===== src/design/sws_pkg.sv =====
// Package for the stack with search: action, status and cell operation codes,
// field widths and the control struct that drives the row of stack cells.
// No dependencies.
`timescale 1ns / 1ps

package sws_pkg;

    localparam int ACTION_W = 2;
    localparam int WORD_W   = 32;
    localparam int STATUS_W = 3;

    // Input actions.
    localparam logic [ACTION_W-1:0] ACT_PUSH    = 2'd0;
    localparam logic [ACTION_W-1:0] ACT_POP     = 2'd1;
    localparam logic [ACTION_W-1:0] ACT_SEARCH  = 2'd2;
    localparam logic [ACTION_W-1:0] ACT_DISPLAY = 2'd3;

    // Result status codes.
    localparam logic [STATUS_W-1:0] STS_OK       = 3'd0;
    localparam logic [STATUS_W-1:0] STS_EMPTY    = 3'd1;
    localparam logic [STATUS_W-1:0] STS_FULL     = 3'd2;
    localparam logic [STATUS_W-1:0] STS_FOUND    = 3'd3;
    localparam logic [STATUS_W-1:0] STS_NOTFOUND = 3'd4;

    // Operations broadcast to every cell.
    localparam logic [1:0] CELL_HOLD = 2'd0;
    localparam logic [1:0] CELL_PUSH = 2'd1;
    localparam logic [1:0] CELL_POP  = 2'd2;
    localparam logic [1:0] CELL_ROT  = 2'd3;

    typedef logic signed [WORD_W-1:0] word_t;

    typedef struct packed {
        logic [1:0] op;
    } cell_ctrl_t;

endpackage


===== src/design/sws_cell.sv =====
// One cell of the stack: holds a single word and moves it to a neighbour on
// push, pop or rotate. Depends on sws_pkg.
`timescale 1ns / 1ps

module sws_cell
    import sws_pkg::*;
(
    input  logic       clk,
    input  cell_ctrl_t ctrl,
    input  logic       wrap_here,
    input  word_t      above,
    input  word_t      below,
    input  word_t      top,
    output word_t      q
);

    word_t data_reg;
    word_t data_next;

    // On a rotation the deepest occupied cell takes the top word, so the
    // occupied part of the row turns round by one place.
    always_comb
    begin
        case (ctrl.op)
            CELL_PUSH: data_next = above;
            CELL_POP:  data_next = below;
            CELL_ROT:  data_next = wrap_here ? top : below;
            default:   data_next = data_reg;
        endcase
    end

    always_ff @(posedge clk)
    begin
        data_reg <= data_next;
    end

    assign q = data_reg;

endmodule


===== src/design/stack_with_search_unit.sv =====
// Top level of the stack with search: a row of sws_cell instances with the top
// at cell 0, a small sequencer and an output register. Depends on sws_pkg, sws_cell.
//
//  channel | signals                      | direction | contents
//  s       | s_tvalid s_tready s_tdata    | in        | action, value
//  m       | m_tvalid m_tready m_tdata    | out       | status, word
//          | m_tlast                      |           | last result of an item
//
// Push and pop are each handled as the item is taken. Search rotates the occupied
// cells once round, one cell per cycle, the last step waiting for a free output register.
// Display gives one result per cycle while m_tready is high.
// A new item is taken only when the sequencer is idle and the output register
// is free or being emptied. Reset empties the stack; the cells are not cleared.
`timescale 1ns / 1ps

module stack_with_search_unit
    import sws_pkg::*;
#(
    parameter int STACK_DEPTH = 16
)
(
    input  logic        clk,
    input  logic        rst_n,
    input  logic        s_tvalid,
    output logic        s_tready,
    input  logic [39:0] s_tdata,  // action [1:0], value [33:2], zero pad
    output logic        m_tvalid,
    input  logic        m_tready,
    output logic [39:0] m_tdata,  // status [2:0], word [34:3], zero pad
    output logic        m_tlast
);

    localparam int CW = $clog2(STACK_DEPTH + 1);

    localparam logic [1:0] S_IDLE = 2'd0;
    localparam logic [1:0] S_SCAN = 2'd1;
    localparam logic [1:0] S_SHOW = 2'd2;

    logic [1:0]          state_reg, state_next;
    logic [CW-1:0]       count_reg, count_next;
    logic [CW-1:0]       step_reg, step_next;
    word_t               key_reg, key_next;
    logic                hit_reg, hit_next;
    logic                out_valid_reg, out_valid_next;
    logic [STATUS_W-1:0] out_status_reg, out_status_next;
    word_t               out_word_reg, out_word_next;
    logic                out_last_reg, out_last_next;

    logic [ACTION_W-1:0] in_action;
    word_t               in_value;
    logic                in_fire;
    logic                out_free;
    logic                is_full;
    logic                is_empty;
    logic                match;
    cell_ctrl_t          ctrl;
    word_t               cell_q [STACK_DEPTH];
    logic [STACK_DEPTH-1:0] wrap_here;

    assign in_action = s_tdata[1:0];
    assign in_value  = s_tdata[33:2];
    assign out_free  = !out_valid_reg || m_tready;
    assign s_tready  = (state_reg == S_IDLE) && out_free;
    assign in_fire   = s_tvalid && s_tready;
    assign is_full   = (count_reg == CW'(STACK_DEPTH));
    assign is_empty  = (count_reg == '0);
    assign match     = (cell_q[0] == key_reg);

    genvar i;
    generate
        for (i = 0; i < STACK_DEPTH; i++)
        begin : g_cell
            word_t above_w;
            word_t below_w;

            if (i == 0)
            begin : g_top
                assign above_w = in_value;
            end
            else
            begin : g_mid
                assign above_w = cell_q[i-1];
            end

            if (i == STACK_DEPTH - 1)
            begin : g_bot
                assign below_w = '0;
            end
            else
            begin : g_up
                assign below_w = cell_q[i+1];
            end

            assign wrap_here[i] = (count_reg == CW'(i + 1));

            sws_cell u_cell (
                .clk       (clk),
                .ctrl      (ctrl),
                .wrap_here (wrap_here[i]),
                .above     (above_w),
                .below     (below_w),
                .top       (cell_q[0]),
                .q         (cell_q[i])
            );
        end
    endgenerate

    always_comb
    begin
        state_next      = state_reg;
        count_next      = count_reg;
        step_next       = step_reg;
        key_next        = key_reg;
        hit_next        = hit_reg;
        out_valid_next  = out_valid_reg && !m_tready;
        out_status_next = out_status_reg;
        out_word_next   = out_word_reg;
        out_last_next   = out_last_reg;
        ctrl.op         = CELL_HOLD;

        case (state_reg)
            S_IDLE:
            begin
                if (in_fire)
                begin
                    out_word_next = '0;
                    out_last_next = 1'b1;
                    case (in_action)
                        ACT_PUSH:
                        begin
                            out_valid_next = 1'b1;
                            if (is_full)
                            begin
                                out_status_next = STS_FULL;
                            end
                            else
                            begin
                                out_status_next = STS_OK;
                                ctrl.op         = CELL_PUSH;
                                count_next      = count_reg + 1'b1;
                            end
                        end
                        ACT_POP:
                        begin
                            out_valid_next = 1'b1;
                            if (is_empty)
                            begin
                                out_status_next = STS_EMPTY;
                            end
                            else
                            begin
                                out_status_next = STS_OK;
                                out_word_next   = cell_q[0];
                                ctrl.op         = CELL_POP;
                                count_next      = count_reg - 1'b1;
                            end
                        end
                        default:
                        begin
                            if (is_empty)
                            begin
                                out_valid_next  = 1'b1;
                                out_status_next = STS_EMPTY;
                            end
                            else
                            begin
                                step_next  = count_reg;
                                key_next   = in_value;
                                hit_next   = 1'b0;
                                state_next = (in_action == ACT_SEARCH) ? S_SCAN : S_SHOW;
                            end
                        end
                    endcase
                end
            end
            S_SCAN:
            begin
                // The last compare also delivers the result, so it waits for room.
                if (step_reg != CW'(1) || out_free)
                begin
                    ctrl.op   = CELL_ROT;
                    step_next = step_reg - 1'b1;
                    hit_next  = hit_reg || match;
                    if (step_reg == CW'(1))
                    begin
                        state_next     = S_IDLE;
                        out_valid_next = 1'b1;
                        out_last_next  = 1'b1;
                        if (hit_reg || match)
                        begin
                            // A hit word always equals the key.
                            out_status_next = STS_FOUND;
                            out_word_next   = key_reg;
                        end
                        else
                        begin
                            out_status_next = STS_NOTFOUND;
                            out_word_next   = '0;
                        end
                    end
                end
            end
            S_SHOW:
            begin
                if (out_free)
                begin
                    ctrl.op         = CELL_ROT;
                    step_next       = step_reg - 1'b1;
                    out_valid_next  = 1'b1;
                    out_status_next = STS_OK;
                    out_word_next   = cell_q[0];
                    out_last_next   = (step_reg == CW'(1));
                    if (step_reg == CW'(1))
                    begin
                        state_next = S_IDLE;
                    end
                end
            end
            default:
            begin
                state_next = S_IDLE;
            end
        endcase
    end

    always_ff @(posedge clk or negedge rst_n)
    begin
        if (!rst_n)
        begin
            state_reg     <= S_IDLE;
            count_reg     <= '0;
            out_valid_reg <= 1'b0;
        end
        else
        begin
            state_reg     <= state_next;
            count_reg     <= count_next;
            out_valid_reg <= out_valid_next;
        end
    end

    always_ff @(posedge clk)
    begin
        step_reg       <= step_next;
        key_reg        <= key_next;
        hit_reg        <= hit_next;
        out_status_reg <= out_status_next;
        out_word_reg   <= out_word_next;
        out_last_reg   <= out_last_next;
    end

    assign m_tvalid = out_valid_reg;
    assign m_tlast  = out_last_reg;
    assign m_tdata  = {5'd0, out_word_reg, out_status_reg};

`ifndef SYNTH
    a_count_range: assert property (@(posedge clk) disable iff (!rst_n)
        count_reg <= CW'(STACK_DEPTH))
        else $error("stack fill count beyond depth");

    a_pop_dec: assert property (@(posedge clk) disable iff (!rst_n)
        in_fire && in_action == ACT_POP && !is_empty
        |=> count_reg == CW'($past(count_reg) - 1'b1))
        else $error("pop did not remove one word");

    a_walk_nonempty: assert property (@(posedge clk) disable iff (!rst_n)
        state_reg != S_IDLE |-> !is_empty && step_reg != '0)
        else $error("walk running over an empty stack");

    a_midframe_ok: assert property (@(posedge clk) disable iff (!rst_n)
        m_tvalid && !m_tlast |-> out_status_reg == STS_OK)
        else $error("non-final result with a status other than ok");
`endif

endmodule


===== config.mk =====
export PLATFORM = sky130hd
export DESIGN_NAME = stack_with_search_unit
export DESIGN_NICKNAME = d
export VERILOG_FILES = /design/src/design/sws_pkg.sv /design/src/design/sws_cell.sv /design/src/design/stack_with_search_unit.sv
export SDC_FILE = /design/constraint.sdc
export NUM_CORES = 1
export LEC_CHECK = 0
export BUFFER_PORTS_ARGS = -buffer_cell sky130_fd_sc_hd__buf_4
export CAP_MARGIN = 25
export CELL_PAD_IN_SITES_DETAIL_PLACEMENT = 2
export CELL_PAD_IN_SITES_GLOBAL_PLACEMENT = 2
export CORE_MARGIN = 1
export CORE_UTILIZATION = 40
export CTS_CLUSTER_DIAMETER = 40
export DETAILED_ROUTE_END_ITERATION = 12
export PLACE_DENSITY = 0.87
export SETUP_SLACK_MARGIN = 0.5
export SYNTH_ARGS = -nofsm -noshare
export SYNTH_HDL_FRONTEND = slang
export SYNTH_HIERARCHICAL = 1
export SYNTH_SLANG_ARGS = --single-unit

===== constraint.sdc =====
create_clock -name clk -period 6.4 [get_ports clk]
set_clock_uncertainty 0.05 [all_clocks]
set_input_delay 0.96 -clock clk [delete_from_list [all_inputs] [get_ports clk]]
set_output_delay 0.96 -clock clk [all_outputs]
set_load 0.1 [all_outputs]

; Yosys cells after proc, flatten, opt, wreduce, memory -nomap -nowiden
; Index checks and enable logic that the tools add are counted.
[totals]
regBits = 594
latchBits = 0
ramBits = 0
mem_bits_ro = 0
inputBits = 44
elab_cells = 181
n_memories = 0
[classes]
addsub = 3
multipliers = 0
n_div = 0
n_lt_le_gt_ge = 0
eq_ne = 36
shift = 0
n_mux = 91
n_bitwise = 2
n_reduce_logical = 24
[ops]
columns = op, count
row1 = case mux 32 bit (3 select lines), 17
row2 = two-way mux 32 bit, 23
row3 = equality test 5 x 4 -> 1 bit (second input constant), 8
row4 = two-way mux 5 bit, 7
row5 = equality test 32 bit, 1
row6 = two-way mux 2 bit, 12
row7 = equality test 5 x 3 -> 1 bit (second input constant), 4
row8 = AND reduction 5 bit, 4
row9 = two-way mux 3 bit, 6
row10 = inequality test 2 bit (second input constant), 9
row11 = two-way mux 1 bit, 16
row12 = case mux 5 bit (3 select lines), 1
row13 = case mux 2 bit (3 select lines), 2
row14 = AND reduction 6 bit, 2
row15 = equality test 5 x 1 -> 1 bit (second input constant), 2
row16 = equality test 5 x 2 -> 1 bit (second input constant), 2
row17 = case mux 5 bit (2 select lines), 1
row18 = subtractor 5 x 1 -> 5 bit (second input constant), 2
row19 = case mux 3 bit (3 select lines), 1
row20 = equality test 2 bit (second input constant), 4
row21 = equality test 2 x 1 -> 1 bit (second input constant), 3
row22 = case mux 1 bit (3 select lines), 2
row23 = case mux 3 bit (2 select lines), 1
row24 = nonzero test 3 bit, 2
row25 = other kinds (16), 24

; Depth between registers and ports, before layout
[logic_depth]
depth_word = 9
mapped_depth = 11

; Modules after synthesis
; The synthesis kept the hierarchy.
[by_module_without_submodules]
columns = module, n_inst, cells_per_inst, area_each_um2, seq_area_each_um2
row1 = sws_cell, 16, 182, 1915.6, 960.9
row2 = stack_with_search_unit, 1, 305, 4010.1, 2422.3

; Worst setup path after synthesis
; No wires, ideal clock.
[synth_timing]
path_kind = input -> register
start = input m_tready
end = register g_cell[0].u_cell.data_reg[0], enable pin
setup_time_ns = 0.390
arrival_ns = 5.429
setup_slack_ns = 0.530
cell_stages = 8
path_buffers = 2
path_cell_list = nand2b_1 -> and2_1 -> nand2_1 -> or4_1 -> a21oi_1 -> buf_6 -> buf_2 -> or2_1
[synth_rtl]
columns = item, line_no
row1 = from (decl), stack_with_search_unit.sv:28  ; input logic m_tready,
row2 = to (signal assigned), sws_cell.sv:34  ; data_reg <= data_next;
row3 = to (decl), sws_cell.sv:17  ; word_t data_reg;

==> metrics <==
global-route wire length before repair=204000 um; adder-cell share of the synthesized area=0.433%; Crit. End Element=flop; Post-Syn Instances=3217; top cell type by total area after synthesis=edfxtp_1; Slew @ Worst Pin=~1300 ps; Die Span X=296 um; final wirelength=138000 um; YS warnings=6; RSZ-0062 raised after global routing=no; largest family of logic cells by synthesized area=compound AO/OA/AOI/OAI gates; CTS tree=yes; number of setup buffers added after CTS=0; Resized Gates After CTS=0; Setup WS post-layout=about 1700 ps; Compound-Gate Fraction of Synth Area=25.4%; Area contributors post-synth=edfxtp_1 51%, a21bo_1 13%, a31oi_1 9.2%; Iter 0 DRT Violations=3200; fin nets=3198; Distinct cells, synth=46; final instance area=0.0388 mm2; Placer Congestion=0.761; worst min path class=input pin to asynchronous set/reset pin; Yosys top cell area share=50.8%; multiplexer share of the synthesized area=0.0866%; Clock Latency Late Sink=690 ps; Slew Limit Fails=0; R2R Setup Slk=between 1500 and 2000 ps; initial antenna violation count=6; simple-gate area share of the yosys netlist=between 10% and 20%; number of antenna-violating nets in the routed design=0; CP max stage cell=a31oi_1; Period Utilization, post-route=74.0%; Async SR Flop Fraction=1.35%; dpl ws=1760 ps; Cell Chain, Critical Path=inv_1, ha_1, and2_1, nand2_1, or4_1, a21oi_4, buf_12, nand3_1, a31oi_1; first drt pass iteration count=6; Post-Synth XOR/XNOR Area=less than 1%; crit-path max FO=~130; vias per cell=about 6.5; Critical Path RT=6700 ps; die area=0.0878 mm2; Area growth, synth to finish=11.8%; Most used DFF post-synth=edfxtp_1; Final TNS setup=0 ps; flops & latches, synth=594; GRT Total Usage=30.4%; max reg flops=512; total CTS buffers=just over 100; remaining global-route overflow=0; H-tree lvl count=3; ratio of cells with drive above 1 in the final layout=12.2%; Cell Area, Synth=approximately 0.035 mm2; Hold Buf Count CTS=0; Fmax achieved=211 MHz; number of synthesized flops with an enable pin=586; Die Height=296 um; largest net degree at the start of global routing=228; critical path type=flop to flop; row count=~110; IO Port Bufs=75; max incr delay on CP=890 ps; Critical Path AT=roughly 5000 ps; HPWL Detailed=66700 um; Max-Cap Viols=0; CTS root buf=clkbuf_16; Critical Path Source Type=flop; setup violators final=0; clk buf depth=3; vias in the first global route=30.2k; wire per inst=between 30 and 40 um; I/O pins=between 80 and 90; syn_area_per_cell=10.8 um2; DP Area=approximately 0.035 mm2; Remaining DRCs=0; fin crit period=4730 ps; Max-slew headroom=15.3%; DR vias=28.6k; sequential area share after synthesis=51.3%; clock transition at the registers of the reported paths=80 ps; final hold vios=0; Sink Count=between 500 and 600; Initial Utilization=40.5%; result of the run=finished clean; core area=roughly 0.086 mm2
## critical path: cells and delay by family (launching register included)
kind / cells / cell delay, ps
flip-flops: 1 / 430
AO/OA/AOI/OAI: 2 / 1600
AND/OR/NAND/NOR: 4 / 1160
buffers and inverters: 2 / 610
adder cells (fa/ha/maj): 1 / 410
## per-stage QoR
step	utilization (%)	instances	hold WS (ps)
2_1_floorplan	-	3253	508
3_3_place_gp	40.8	4168	513
3_5_place_dp	40.9	4171	534
4_1_cts	45.0	4361	46.8
5_1_grt	45.3	4371	62.7
6_report	45.3	4373	68.3
## kinds of logic after synthesis
kind of cell,after synthesis
AND/OR/NAND/NOR,1117
other,1
XOR/XNOR,39
buffers and inverters,364
AO/OA/AOI/OAI,1087
multiplexers,3
adder cells (fa/ha/maj),12
flip-flops,594
## area by class of cell
type,count,area [um2]
antenna,2,5.00
inverter,10,37.5
timing repair buffer,138,1420
sequential,594,17800
clock buffer,120,2660
clock inverter,70,861
fill,8468,46800
multi-input combinational,2295,14500
tap,1144,1430
## layer usage
metal | vias up | global-route usage (%) | part of all wire (%)
met5 | - | 0 | 0.046
met4 | 8 | 14.1 | 4.7
met3 | 367 | 5.45 | 6.1
met2 | 1273 | 52.6 | 50
met1 | 14900 | 36.6 | 39
li1 | 12000 | - | -
## final timing paths
check | start | endpoint | cells after the start
min reg2reg | key_reg[30] | out_word_reg[30] | 1
min in group clk | s_tdata[33] | key_reg[31] | 1
max in group asynchronous | rst_n | count_reg[2] | 1
max reg2reg | state_reg[0] | g_cell[0].u_cell/q[15] | 9
max | state_reg[0] | g_cell[0].u_cell/q[15] | 9
min | rst_n | m_tvalid | 1
## cell usage in the layout, fill, tap and decap left out, drive strengths merged, types with 7 or more instances in the layout
| cell | Yosys | routed |
|---|---|---|
| or2 | 17 | 17 |
| buf | 318 | 138 |
| nor2 | 523 | 523 |
| and2 | 7 | 7 |
| a21bo | 512 | 512 |
| a22o | 33 | 33 |
| nand2 | 17 | 17 |
| inv | 10 | 14 |
| and3 | 11 | 11 |
| a31oi | 512 | 512 |
| conb | 1 | 37 |
| nor4 | 9 | 9 |
| nand3 | 516 | 516 |
| ha | 12 | 12 |
| dfrtp | 8 | 8 |
| clkinvlp | 0 | 11 |
| bufinv | 0 | 17 |
| clkbuf | 36 | 120 |
| clkinv | 0 | 38 |
| edfxtp | 586 | 586 |
| xor2 | 33 | 33 |
| a21oi | 13 | 13 |
## synth_stat cells, drive strengths merged (2+ instances only)
library cell,number
nand4,3
edfxtp,586
nor2b,2
a31oi,512
xor2,33
o21ai,4
mux2i,3
a22o,33
dfrtp,8
clkbuf,36
ha,12
nand3b,3
nand2,17
nor2,523
or2,17
nor3,4
nand2b,2
and3,11
a21oi,13
o31ai,2
and2,7
nor4b,2
a21bo,512
nor4,9
inv,10
xnor2,6
buf,318
nand3,516
o22ai,2
Power is not shown: default switching activity piles up to over one toggle a cycle in this logic, so the estimate is an artifact.
